`config.mk`:
```
export PLATFORM = sky130hd
export DESIGN_NAME = utf8_sequence_decoder_flat
export DESIGN_NICKNAME = d
export VERILOG_FILES = /design/src/hw/rtl/u8dec_pkg.sv /design/src/hw/rtl/u8dec_if.sv /design/src/hw/rtl/utf8_sequence_decoder.sv /design/src/flat_wrapper.sv
export SDC_FILE = /design/constraint.sdc
export NUM_CORES = 1
export LEC_CHECK = 0
export BUFFER_PORTS_ARGS = -buffer_cell sky130_fd_sc_hd__buf_2
export CAP_MARGIN = 0
export CORE_MARGIN = 5
export CORE_UTILIZATION = 60
export DETAILED_ROUTE_END_ITERATION = 12
export PLACE_DENSITY = 0.85
export SYNTH_ARGS = -nofsm -noshare
export SYNTH_HDL_FRONTEND = slang
export SYNTH_SLANG_ARGS = --single-unit
```
`constraint.sdc`:
```
create_clock -name clk -period 7.8 [get_ports clk]
set_clock_uncertainty 0.2 [all_clocks]
set_input_delay 1.56 -clock clk [delete_from_list [all_inputs] [get_ports clk]]
set_output_delay 1.56 -clock clk [all_outputs]
set_load 0.03 [all_outputs]
```
`src/hw/rtl/u8dec_pkg.sv`:
```
// Shared types, status codes and decode helpers for the UTF-8 sequence decoder.
package u8dec_pkg;

    // Status codes carried on the result channel.
    localparam logic [2:0] ST_OK         = 3'd0;
    localparam logic [2:0] ST_INCOMPLETE = 3'd1;
    localparam logic [2:0] ST_BAD_CONT   = 3'd2;
    localparam logic [2:0] ST_OVERLONG   = 3'd3;
    localparam logic [2:0] ST_BAD_LEAD   = 3'd4;

    localparam int unsigned CP_W = 31;

    // First stage: lead byte classified, continuation bytes checked.
    typedef struct packed {
        logic [2:0]  len;       // announced length, zero for a bad lead byte
        logic [2:0]  avail;     // saturated byte count
        logic [6:0]  lead_pay;  // payload bits of the lead byte
        logic [29:0] tail;      // low six bits of byte1..byte5, byte1 on top
        logic [4:0]  cont_ok;   // bit i set when byte i+1 matches 10xxxxxx
    } s1_t;

    // Second stage: status before the overlong check, value assembled.
    typedef struct packed {
        logic [2:0]      status;
        logic [2:0]      len;
        logic [CP_W-1:0] cp;
    } s2_t;

    // Sequence length announced by a lead byte; zero means a bad lead byte.
    function automatic logic [2:0] lead_len(input logic [7:0] lead);
        logic [2:0] n;
        begin
            n = 3'd0;
            if (lead[7] == 1'b0)              n = 3'd1;
            else if (lead[7:5] == 3'b110)     n = 3'd2;
            else if (lead[7:4] == 4'b1110)    n = 3'd3;
            else if (lead[7:3] == 5'b11110)   n = 3'd4;
            else if (lead[7:2] == 6'b111110)  n = 3'd5;
            else if (lead[7:1] == 7'b1111110) n = 3'd6;
            return n;
        end
    endfunction

    // Payload bits of the lead byte for a given length.
    function automatic logic [6:0] lead_payload(input logic [7:0] lead, input logic [2:0] n);
        logic [6:0] p;
        begin
            case (n)
                3'd1:    p = lead[6:0];
                3'd2:    p = {2'b00, lead[4:0]};
                3'd3:    p = {3'b000, lead[3:0]};
                3'd4:    p = {4'b0000, lead[2:0]};
                3'd5:    p = {5'b00000, lead[1:0]};
                3'd6:    p = {6'b000000, lead[0]};
                default: p = 7'd0;
            endcase
            return p;
        end
    endfunction

    // Smallest value that is not overlong for a sequence of three to six bytes; zero for other lengths.
    function automatic logic [CP_W-1:0] min_value(input logic [2:0] n);
        logic [CP_W-1:0] m;
        begin
            case (n)
                3'd3:    m = 31'h0000_0800;
                3'd4:    m = 31'h0001_0000;
                3'd5:    m = 31'h0020_0000;
                3'd6:    m = 31'h0400_0000;
                default: m = 31'h0000_0000;
            endcase
            return m;
        end
    endfunction

endpackage

```
`src/hw/rtl/u8dec_if.sv`:
```
// Valid/ready channel interfaces for byte windows and decoded characters.
interface u8dec_win_if;
    logic       valid;
    logic       ready;
    logic [7:0] byte0;
    logic [7:0] byte1;
    logic [7:0] byte2;
    logic [7:0] byte3;
    logic [7:0] byte4;
    logic [7:0] byte5;
    logic [2:0] avail_count;

    modport source (output valid, byte0, byte1, byte2, byte3, byte4, byte5, avail_count,
                    input ready);
    modport sink   (input valid, byte0, byte1, byte2, byte3, byte4, byte5, avail_count,
                    output ready);
endinterface

interface u8dec_res_if;
    logic        valid;
    logic        ready;
    logic [30:0] code_point;
    logic [2:0]  consumed;
    logic [2:0]  status;

    modport source (output valid, code_point, consumed, status, input ready);
    modport sink   (input valid, code_point, consumed, status, output ready);
endinterface

```
`src/hw/rtl/utf8_sequence_decoder.sv`:
```
// Top level: three-stage pipelined decoder of one legacy UTF-8 character per beat.
//
//   channel | modport | direction | payload
//   win     | sink    | in        | byte0..byte5, avail_count
//   res     | source  | out       | code_point, consumed, status
//
// A window passes the three register stages (classify, assemble, overlong
// check) on its way to its result; one beat is taken every cycle unless a
// stall on res has filled the stages. Reset clears only the stage valid
// bits. Each stage loads when it is empty or the stage after it moves, so
// a stall on res backs up through the stages without dropping or repeating a beat.
module utf8_sequence_decoder (
    input logic          clk,
    input logic          rst_n,
    u8dec_win_if.sink    win,
    u8dec_res_if.source  res
);

    logic v1_reg, v2_reg, v3_reg;
    logic en1, en2, en3;

    u8dec_pkg::s1_t s1_reg, s1_next;
    u8dec_pkg::s2_t s2_reg, s2_next;

    logic [30:0] cp_reg, cp_next;
    logic [2:0]  consumed_reg, consumed_next;
    logic [2:0]  status_reg, status_next;

    logic [4:0] needed;
    logic       good;

    // Stage enables: a stage moves when empty or when its successor moves.
    assign en3 = !v3_reg || res.ready;
    assign en2 = !v2_reg || en3;
    assign en1 = !v1_reg || en2;
    assign win.ready = en1;

    // Stage one: lead byte length, count saturation, continuation checks.
    always_comb
    begin
        s1_next.len      = u8dec_pkg::lead_len(win.byte0);
        s1_next.avail    = (win.avail_count == 3'd7) ? 3'd6 : win.avail_count;
        s1_next.lead_pay = u8dec_pkg::lead_payload(win.byte0, s1_next.len);
        s1_next.tail     = {win.byte1[5:0], win.byte2[5:0], win.byte3[5:0],
                            win.byte4[5:0], win.byte5[5:0]};
        s1_next.cont_ok  = {win.byte5[7:6] == 2'b10, win.byte4[7:6] == 2'b10,
                            win.byte3[7:6] == 2'b10, win.byte2[7:6] == 2'b10,
                            win.byte1[7:6] == 2'b10};
    end

    // Stage two: status before the overlong check and the assembled value.
    always_comb
    begin
        for (int i = 0; i < 5; i++)
        begin
            needed[i] = (3'(i + 1) < s1_reg.len);
        end
        good = &(s1_reg.cont_ok | ~needed);

        s2_next.len = s1_reg.len;
        s2_next.cp  = '0;
        if (s1_reg.avail == 3'd0)
        begin
            s2_next.status = u8dec_pkg::ST_INCOMPLETE;
        end
        else if (s1_reg.len == 3'd0)
        begin
            s2_next.status = u8dec_pkg::ST_BAD_LEAD;
        end
        else if (s1_reg.avail < s1_reg.len)
        begin
            s2_next.status = u8dec_pkg::ST_INCOMPLETE;
        end
        else if (!good)
        begin
            s2_next.status = u8dec_pkg::ST_BAD_CONT;
        end
        else
        begin
            s2_next.status = u8dec_pkg::ST_OK;
            case (s1_reg.len)
                3'd1:    s2_next.cp = 31'({s1_reg.lead_pay});
                3'd2:    s2_next.cp = 31'({s1_reg.lead_pay[4:0], s1_reg.tail[29:24]});
                3'd3:    s2_next.cp = 31'({s1_reg.lead_pay[3:0], s1_reg.tail[29:18]});
                3'd4:    s2_next.cp = 31'({s1_reg.lead_pay[2:0], s1_reg.tail[29:12]});
                3'd5:    s2_next.cp = 31'({s1_reg.lead_pay[1:0], s1_reg.tail[29:6]});
                3'd6:    s2_next.cp = {s1_reg.lead_pay[0], s1_reg.tail};
                default: s2_next.cp = '0;
            endcase
        end
    end

    // Stage three: overlong check for three- to six-byte forms.
    always_comb
    begin
        cp_next       = s2_reg.cp;
        status_next   = s2_reg.status;
        consumed_next = 3'd0;
        if (s2_reg.status == u8dec_pkg::ST_OK)
        begin
            if (s2_reg.len >= 3'd3 && s2_reg.cp < u8dec_pkg::min_value(s2_reg.len))
            begin
                status_next = u8dec_pkg::ST_OVERLONG;
            end
            else
            begin
                consumed_next = s2_reg.len;
            end
        end
    end

    // Valid bits travel with the data.
    always_ff @(posedge clk or negedge rst_n)
    begin
        if (!rst_n)
        begin
            v1_reg <= 1'b0;
            v2_reg <= 1'b0;
            v3_reg <= 1'b0;
        end
        else
        begin
            if (en1) v1_reg <= win.valid;
            if (en2) v2_reg <= v1_reg;
            if (en3) v3_reg <= v2_reg;
        end
    end

    // Payload registers of the three stages.
    always_ff @(posedge clk)
    begin
        if (en1)
        begin
            s1_reg <= s1_next;
        end
        if (en2)
        begin
            s2_reg <= s2_next;
        end
        if (en3)
        begin
            cp_reg       <= cp_next;
            consumed_reg <= consumed_next;
            status_reg   <= status_next;
        end
    end

    // Result beat.
    assign res.valid      = v3_reg;
    assign res.code_point = cp_reg;
    assign res.consumed   = consumed_reg;
    assign res.status     = status_reg;

endmodule

```
`src/flat_wrapper.sv`:
```
// flat-port wrapper written by rule: the top's interface ports become plain ports
module utf8_sequence_decoder_flat 
  (clk, rst_n, win_valid, win_byte0, win_byte1, win_byte2, win_byte3, win_byte4, win_byte5, win_avail_count, win_ready, res_valid, res_code_point, res_consumed, res_status, res_ready);
  u8dec_win_if win_i ();
  u8dec_res_if res_i ();
  input logic clk;
  input logic rst_n;
  input wire logic [$bits(win_i.valid)-1:0] win_valid;
  input wire logic [$bits(win_i.byte0)-1:0] win_byte0;
  input wire logic [$bits(win_i.byte1)-1:0] win_byte1;
  input wire logic [$bits(win_i.byte2)-1:0] win_byte2;
  input wire logic [$bits(win_i.byte3)-1:0] win_byte3;
  input wire logic [$bits(win_i.byte4)-1:0] win_byte4;
  input wire logic [$bits(win_i.byte5)-1:0] win_byte5;
  input wire logic [$bits(win_i.avail_count)-1:0] win_avail_count;
  output wire logic [$bits(win_i.ready)-1:0] win_ready;
  output wire logic [$bits(res_i.valid)-1:0] res_valid;
  output wire logic [$bits(res_i.code_point)-1:0] res_code_point;
  output wire logic [$bits(res_i.consumed)-1:0] res_consumed;
  output wire logic [$bits(res_i.status)-1:0] res_status;
  input wire logic [$bits(res_i.ready)-1:0] res_ready;
  assign win_i.valid = win_valid;
  assign win_i.byte0 = win_byte0;
  assign win_i.byte1 = win_byte1;
  assign win_i.byte2 = win_byte2;
  assign win_i.byte3 = win_byte3;
  assign win_i.byte4 = win_byte4;
  assign win_i.byte5 = win_byte5;
  assign win_i.avail_count = win_avail_count;
  assign win_ready = win_i.ready;
  assign res_valid = res_i.valid;
  assign res_code_point = res_i.code_point;
  assign res_consumed = res_i.consumed;
  assign res_status = res_i.status;
  assign res_i.ready = res_ready;
  utf8_sequence_decoder u_core (.clk(clk), .rst_n(rst_n), .win(win_i), .res(res_i));
endmodule
```
==> impl_metrics.py, run 1 <==
metrics = {
    "status": {
        "status": "completed",
    },
    "die": {
        "die_x_um": 105,
        "die_h_um": 105,
        "coreArea_um2": 8720,
        "io_pins": 94,
        "initial_core_util_pct": 61.4,
        "num_rows": 34,
        "die_area_um2": 10900,
    },
    "cts": {
        "cts_root_buffer": "clkbuf_8",
        "ctsResizeCount": 0,
        "holdBufCountCts": 0,
        "cts_tree": "done",
        "clock_sinks": 125,
        "path_clk_slew_ns": 0.06,
        "cts_setup_buffers": 0,
        "cts_buffers": 17,
        "cts_buffer_depth": 2,
        "htree_num_levels": 4,
        "insertion_delay_ns": 0.52,
    },
    "grt": {
        "grt_use_total_pct": 21.0,
        "grt_antenna_before_repair": 0,
        "grt_pass1_vias": 3493,
        "grt_max_degree": 51,
        "grt_first_pass_wirelength_um": 17700,
        "grt_overflow": 0,
    },
    "synth": {
        "synth_top_area_cell": "edfxtp_1",
        "syn_area_um2": 5360,
        "ys_ff_latch": 125,
        "yosysSeqAreaShare_pct": 69.8,
        "ys_top_cells_by_area": "edfxtp_1 68%, mux2i_1 2.1%, nor2b_1 1.8%, nand2_1 1.6%, nor3_1 1.6%",
        "yosys.area.top_type_share_pct": 68.4,
        "synthCells": 373,
        "ys_async_sr_fraction_pct": 2.40,
        "yosys_warnings": 0,
        "ys_types": 54,
        "synthTopCellsByCount": "122 x edfxtp_1, 23 x nand2_1, 17 x nor3_1",
        "synth_enable_flop_cells": 122,
        "syn_avg_cell_area_um2": 14.4,
        "synth.most_common_cell": "edfxtp_1",
        "ys.flop_type": "edfxtp_1",
        "syn-num-nets": 433,
    },
    "setup_path": {
        "path_cells": "buf_2 -> nand4b_1 -> buf_4 -> buf_2",
        "path_common_cell": "buf_2",
        "start_kind": "input pin",
        "rr_worst_depth": 6,
        "crit_slowest_cell": "buf_4",
        "crit_arrival_ns": 2.59,
        "endpoint_kind": "output port",
        "r2r-end": "u_core.res.consumed[0]",
        "required_ns": 6.04,
        "reg2reg_slack_ns": 4.64,
        "cp_top_family": "buffers and inverters",
        "worst-path-max-fanout": 50,
        "path_buf_inv": 3,
        "r2r_start": "u_core.s2_reg[31]",
        "critical_path.startpoint": "res_ready",
        "cpPeakStageDelay_ns": 0.50,
        "path_class": "in2out",
    },
    "placement": {
        "post_dp_cell_area_um2": 5890,
        "place_hpwl_um": 7340,
        "io_buffers": 93,
        "dp_cells": 559,
        "gp_congestion": 0.863,
        "place_ws_ns": 3.44,
    },
    "drt": {
        "viasPerCell": 5.96,
        "drt_first_iter_violations": 484,
        "dr.pass1.iters": 5,
        "via_count": 3525,
        "drc": 0,
        "wirelength_um": 11000,
        "antenna_left": 0,
        "avgRoutedWirePerCell_um": 18.7,
    },
    "sta": {
        "fin_tns_setup_ns": 0,
        "relSlewSlack_pct": 33.8,
        "timing.final.crit_share_pct": 55.8,
        "hold_slack_ns": 0.215,
        "fin_crit_ns": 4.35,
        "setup_viol": 0,
        "max_freq_mhz": 230,
        "hold_viol": 0,
        "max_slew.worst_pin.slew_ns": 0.992,
        "report.final.slew_viol_count": 0,
        "fin_ws_ns": 3.45,
        "rsz0062_at_grt": "false",
    },
    "min_path": {
        "hold_class": "reg2reg",
        "hold_end": "u_core.res.code_point[8]",
        "hp-start": "u_core.cp_next[8]",
        "holdPathStages": 0,
    },
    "layout": {
        "num-nets-final": 530,
        "largest_register_ffs": 48,
        "finalNonFillerCells": 591,
        "antennaDiodeCount": 0,
        "final_cell_area_um2": 6470,
        "area_delta_synth_final_pct": 20.7,
        "drive_above_1_share_pct": 29.8,
    },
    "power_and_ir_drop": {
        "power.density_nw_per_um2": 290,
        "leakage_uw": 0.00253,
        "peakVddDrop_uv": 199,
    },
    "run": {
        "cap_violations": 0,
    },
}
## cells by family after synthesis
logic type	count (synthesis)	synth area share (%)
compound gates	75	9.83
fa+ha+maj	5	1.17
buf+inv	29	2.66
flops	125	69.8
mux	17	3.32
simple gates	122	13.3
## metal layers
metal / vias to the layer above / track usage [%] / wire length [um]
met5: - / 0 / 0
met4: 0 / 9.16 / 265
met3: 27 / 6.52 / 879
met2: 188 / 33.7 / 5500
met1: 1651 / 26.4 / 4400
li1: 1659 / - / -
## placed cells by master (no fill, tap or decap), types with 3 or more instances in the layout
cell | netlist | layout
inv_1 | 7 | 7
clkinvlp_4 | 0 | 3
nor3b_1 | 4 | 4
edfxtp_1 | 122 | 122
ha_1 | 5 | 5
a21boi_0 | 6 | 6
a22oi_1 | 9 | 9
mux2_2 | 6 | 6
nand2_1 | 23 | 23
and4b_1 | 3 | 3
buf_2 | 9 | 93
nor4_1 | 5 | 5
a211o_1 | 3 | 3
nor3_1 | 17 | 17
and2_1 | 6 | 6
inv_6 | 0 | 5
nor2_1 | 12 | 12
clkbuf_16 | 0 | 16
a21o_1 | 4 | 4
a31oi_1 | 3 | 3
o22ai_1 | 5 | 5
clkinv_4 | 0 | 3
mux2i_1 | 11 | 11
dfrtp_1 | 3 | 3
a21oi_1 | 14 | 14
nand2b_1 | 8 | 8
o21ai_0 | 8 | 8
nand3b_1 | 7 | 7
nor2b_1 | 15 | 15
a221oi_1 | 7 | 7
buf_4 | 2 | 6
nand3_1 | 9 | 9
## report_power, final
group          switching [uW]  internal [uW]  total (uW)
combinational             172           86.5         259
sequential               38.7            830         869
clock                     293            459         751
## worst max path at each step
stage / to / slack (ns) / cells past startpoint
4_1_cts: win_ready / 3.43 / 4
3_3_place_gp: win_ready / 3.49 / 4
5_1_grt: win_ready / 3.34 / 4
3_5_place_dp: win_ready / 3.44 / 4
6_report: win_ready / 3.45 / 4
2_1_floorplan: win_ready / 2.79 / 1
## through the flow
stage,utilization (%),total power (uW)
2_1_floorplan,-,1060
3_3_place_gp,67.6,1120
3_5_place_dp,67.6,1140
4_1_cts,74.2,1890
5_1_grt,74.2,1950
6_report,74.2,1880
## cell type report
| type | instances | area, um^2 |
|---|---|---|
| fill | 516 | 2250 |
| clock inverter | 15 | 163 |
| sequential | 125 | 3740 |
| inverter | 8 | 30.0 |
| tap | 108 | 135 |
| timing repair buffer | 99 | 510 |
| clock buffer | 17 | 414 |
| multi-input combinational | 219 | 1480 |
Power figures use the tool's default switching activity.
==> run 2, diff against run 1 <==
- CORE_UTILIZATION: 60 -> 50
- PLACE_DENSITY: 0.85 -> 0.75
- clock period: 7.8 -> 3.55 ns (I/O delays scaled with it)
==> run 2 against run 1 <==
Against the previous run:
- combinational power rose by 110%
- worst setup slack got worse by 2.7 ns
- register-to-register slack got worse by 3.9 ns
- via count fell by 1.7%
- global-route usage fell by 4.0 points
==> impl_metrics.py, run 2 (synthesized netlist as in run 1, its figures left out) <==
metrics = {
    "status": {
        "status": "completed",
    },
    "setup_path": {
        "rr_worst_depth": 6,
        "crit_arrival_ns": 2.88,
        "r2r_start": "u_core.s2_reg[32]",
        "path_class": "reg2reg",
        "reg2reg_slack_ns": 0.73,
        "cp-endpoint": "u_core.res.consumed[2]",
        "start_kind": "flip-flop",
        "critical_path.startpoint": "u_core.s2_reg[32]",
        "required_ns": 3.61,
        "worst-path-max-fanout": 6,
        "r2r-end": "u_core.res.consumed[2]",
        "endpoint_kind": "flip-flop",
    },
    "drt": {
        "wl_met3_um": 780,
        "viasPerCell": 5.58,
        "dr.pass1.iters": 5,
        "wirelength_um": 10500,
        "top_layer_used": "met4",
        "via_count": 3466,
        "met2_length_um": 4910,
        "drt_first_iter_violations": 306,
        "avgRoutedWirePerCell_um": 17.0,
        "drc": 0,
        "drt-met1-wl_um": 4560,
        "antenna_left": 0,
    },
    "placement": {
        "io_buffers": 93,
        "gp_congestion": 0.878,
        "place_hpwl_um": 7290,
        "dp_cells": 588,
        "place_ws_ns": 0.757,
    },
    "grt": {
        "grt_use_total_pct": 17.0,
        "grt_first_pass_wirelength_um": 17000,
        "grt_antenna_before_repair": 0,
        "grt_pass1_vias": 3424,
        "grt_max_degree": 50,
        "grt_overflow": 0,
    },
    "layout": {
        "antennaDiodeCount": 0,
        "layout_common_cells": "122 x edfxtp_1, 93 x buf_2, 23 x nand2_1",
        "drive_above_1_share_pct": 29.7,
        "final_common_cell": "edfxtp_1",
        "finalNonFillerCells": 621,
        "seq_area_um2": 3740,
        "fill_cells": 818,
        "multi_input_comb_area_um2": 1480,
        "num-nets-final": 532,
        "largest_register_ffs": 48,
        "area_delta_synth_final_pct": 21.7,
    },
    "run": {
        "cap_violations": 0,
    },
    "min_path": {
        "hp-start": "win_byte5[0]",
        "holdPathStages": 1,
        "hold_class": "in2reg",
    },
    "power_and_ir_drop": {
        "power.density_nw_per_um2": 632,
        "peakVddDrop_uv": 321,
        "leakage_uw": 0.00254,
    },
    "cts": {
        "htree_num_levels": 4,
        "path_clk_slew_ns": 0.06,
        "cts_root_buffer": "clkbuf_8",
        "clock_sinks": 125,
        "holdBufCountCts": 1,
        "cts_buffers": 17,
        "ctsResizeCount": 0,
        "cts_setup_buffers": 0,
        "cts_buffer_depth": 2,
        "cts_tree": "done",
        "insertion_delay_ns": 0.51,
    },
    "die": {
        "io_pins": 94,
        "die_h_um": 114,
        "num_rows": 37,
        "coreArea_um2": 10400,
        "die_x_um": 114,
        "die_area_um2": 12900,
        "initial_core_util_pct": 51.7,
    },
    "sta": {
        "fin_tns_setup_ns": 0,
        "max_freq_mhz": 355,
        "relSlewSlack_pct": 44.5,
        "timing.final.crit_share_pct": 79.4,
        "hold_viol": 0,
        "fin_crit_ns": 2.82,
        "setup_viol": 0,
        "fin_ws_ns": 0.730,
        "max_slew.worst_pin.slew_ns": 0.830,
        "report.final.slew_viol_count": 0,
        "hold_slack_ns": 0.173,
        "rsz0062_at_grt": "false",
    },
}
[run 2: changes by cell type in the layout (fill, tap and decap cells not counted), sizes merged]
cell / delta
buf: +1
clkinv: +1
dlygate4sd3: +1
inv: -1
[run 2: through the flow]
step / total power, uW / util (%) / cell area [um^2]
global placement: 2470 / 57.2 / 5930
detailed placement: 2490 / 57.2 / 5930
CTS: 4150 / 62.9 / 6520
global route: 4280 / 62.9 / 6520
floorplan: 2330 / - / 5360
finish: 4120 / 62.9 / 6520
[run 2: area by class of cell]
cell class | count | share of cell area (%)
clock buffer | 17 | 6.35
clock inverter | 15 | 2.51
inverter | 8 | 0.460
multi-input combinational | 219 | 22.7
sequential | 125 | 57.3
tap | 136 | 2.61
timing repair buffer | 101 | 8.10
[run 2: routing by layer]
| metal | global-route usage [%] | vias up |
|---|---|---|
| li1 | - | 1663 |
| met1 | 22.8 | 1627 |
| met2 | 25.6 | 154 |
| met3 | 4.03 | 22 |
| met4 | 9.21 | 0 |
| met5 | 0 | - |
[run 2: how the worst min path moves through the flow]
stage | endpoint
floorplan | u_core.res.code_point[0]
global placement | u_core.res.code_point[3]
detailed placement | u_core.res.code_point[2]
CTS | u_core.s1_reg[5]
global route | u_core.s1_reg[30]
finish | u_core.s1_reg[5]
[run 2: worst max-delay path: stages, from the launching register on]
cell	delay, ns
edfxtp_1	0.46
or3b_2	0.50
ha_1	0.30
a211o_1	0.30
o41ai_1	0.33
and4_1	0.28
and4b_1	0.20
[run 2: power breakdown]
| group | leakage [uW] | internal (uW) | switching [uW] |
|---|---|---|---|
| Sequential | 0.00133 | 1820 | 90.6 |
| Combinational | 0.000933 | 191 | 365 |
| Clock | 0.000275 | 1010 | 643 |
==> run 3, diff against run 2 <==
- clock period: 3.55 -> 2.4 ns (I/O delays scaled with it)
==> run 3 against run 2 <==
Against the previous run:
- the run now ends with negative setup slack left
- total power increased by 45%
- die area unchanged
- clock power increased by 35%
- largest cell class unchanged
- largest power group unchanged
==> impl_metrics.py, run 3 (synthesized netlist as in run 1, its figures left out) <==
metrics = {
    "drt": {
        "viasPerCell": 5.49,
        "drc": 0,
        "wirelength_um": 11000,
        "avgRoutedWirePerCell_um": 16.6,
        "via_count": 3647,
        "drt_first_iter_violations": 426,
        "dr.pass1.iters": 5,
        "antenna_left": 0,
    },
    "cts": {
        "insertion_delay_ns": 0.50,
        "cts_tree": "done",
        "clock_sinks": 125,
        "cts_root_buffer": "clkbuf_8",
        "htree_num_levels": 4,
        "path_clk_slew_ns": 0.06,
        "cts_buffer_depth": 2,
        "cts_buffers": 17,
    },
    "layout": {
        "final_common_cell": "edfxtp_1",
        "antennaDiodeCount": 0,
        "layout_common_cells": "122 x edfxtp_1, 93 x buf_2, 34 x dlygate4sd3_1",
        "largest_register_ffs": 48,
        "fill_cells": 746,
        "drive_above_1_share_pct": 29.9,
        "area_delta_synth_final_pct": 29.3,
        "num-nets-final": 575,
        "final_cell_area_um2": 6930,
    },
    "setup_path": {
        "crit_arrival_ns": 2.52,
        "start_kind": "flip-flop",
        "worst-path-max-fanout": 3,
        "crit_slowest_cell": "or3b_4",
        "cpPeakStageDelay_ns": 0.42,
        "path_cells": "or3b_4 -> ha_4 -> a211o_1 -> o41ai_4 -> and4_1 -> and4b_1",
        "path_class": "reg2reg",
        "endpoint_kind": "flip-flop",
        "required_ns": 2.46,
    },
    "run": {
        "cap_violations": 0,
    },
    "sta": {
        "relSlewSlack_pct": 46.5,
        "fin_crit_ns": 2.46,
        "hold_viol": 0,
        "report.final.slew_viol_count": 0,
        "fin_ws_ns": -0.0610,
        "timing.final.crit_share_pct": 103,
        "max_freq_mhz": 406,
        "fin_tns_setup_ns": -0.171,
        "setup_viol": 3,
        "rsz0062_at_grt": "true",
        "max_slew.worst_pin.slew_ns": 0.803,
    },
    "die": {
        "num_rows": 37,
        "io_pins": 94,
        "initial_core_util_pct": 51.7,
        "die_area_um2": 12900,
        "coreArea_um2": 10400,
        "die_x_um": 114,
        "die_h_um": 114,
    },
    "power_and_ir_drop": {
        "leakage_uw": 0.00272,
        "power.density_nw_per_um2": 862,
        "peakVddDrop_uv": 452,
    },
    "grt": {
        "grt_antenna_before_repair": 0,
        "grt_overflow": 0,
        "grt_pass1_vias": 3560,
        "grt_use_total_pct": 17.8,
        "grt_max_degree": 50,
        "grt_first_pass_wirelength_um": 17900,
    },
    "placement": {
        "io_buffers": 93,
        "post_dp_cell_area_um2": 6040,
        "gp_congestion": 0.925,
        "place_hpwl_um": 7290,
    },
    "status": {
        "status": "finished, violations left",
        "violations": "negative setup slack",
    },
    "min_path": {
        "hold_class": "in2reg",
    },
}
-- run 3: cell count changes in the layout (fill, tap and decap cells not counted), moves of 2 or more --
cell / change
clkinv_2: +2
bufinv_16: -2
dlygate4sd3_1: +33
buf_4: +9
-- run 3: repair_timing --
item                       4_1_cts  5_1_grt
hold buffers                    34        0
setup endpoints to repair        3        3
gates resized for setup          0        1
hold endpoints to repair        36        0
pin swaps                        2        1
buffers inserted                 0        1
-- run 3: report_power, final --
group | internal, uW | leakage [uW] | switching [uW]
clock network | 1280 | 0.000253 | 953
logic | 351 | 0.00114 | 565
registers | 2700 | 0.00133 | 127
-- run 3: final cells by class --
| cell class | count | area, um^2 | area share (%) |
|---|---|---|---|
| multi-input cells | 219 | 1510 | 21.8 |
| clock inverters | 15 | 118 | 1.70 |
| inverters | 8 | 30.0 | 0.433 |
| clock buffers | 17 | 414 | 5.98 |
| flip-flops and latches | 125 | 3740 | 54.0 |
| repair buffers | 144 | 946 | 13.7 |
| well taps | 136 | 170 | 2.46 |
-- run 3: path summary, 6_finish.rpt --
kind	slack (ns)	from	cells after the start	end
max	-0.06	u_core.s2_reg[31]	6	u_core.res.consumed[1]
min	0.05	win_byte5[6]	2	u_core.s1_reg[4]
max reg2reg	-0.06	u_core.s2_reg[31]	6	u_core.res.consumed[1]
min reg2reg	0.22	u_core.cp_next[1]	0	u_core.res.code_point[1]
max in group asynchronous	1.75	rst_n	2	u_core.res.valid
min in group asynchronous	0.12	rst_n	2	u_core.v2_reg
-- run 3: through the flow --
step                power [uW]  setup slack (ns)  hold WS [ns]  std cells  utilization [%]
finish                    5970           -0.0610        0.0491        664             66.8
global route              6210            -0.162        0.0313        664             66.8
CTS                       6000           -0.0768        0.0238        663             66.6
detailed placement        3720            -0.135        0.0879        597             58.2
global placement          3690           -0.0576        0.0743        597             58.2
floorplan                 3450            -0.895       -0.0156        373                -
-- run 3: critical path, delay by kind of cell (launching register included) --
family | cells | cell delay (ns)
flops | 1 | 0.39
simple gates | 3 | 0.89
fa+ha+maj | 1 | 0.22
compound gates | 2 | 0.53
-- run 3: layer usage --
layer	track usage, %	routed length (um)	part of all wire [%]
met4	7.85	272	2.5
met5	0	0	0
met3	4.08	855	7.8
met2	28.4	5220	47
met1	23.5	4670	42
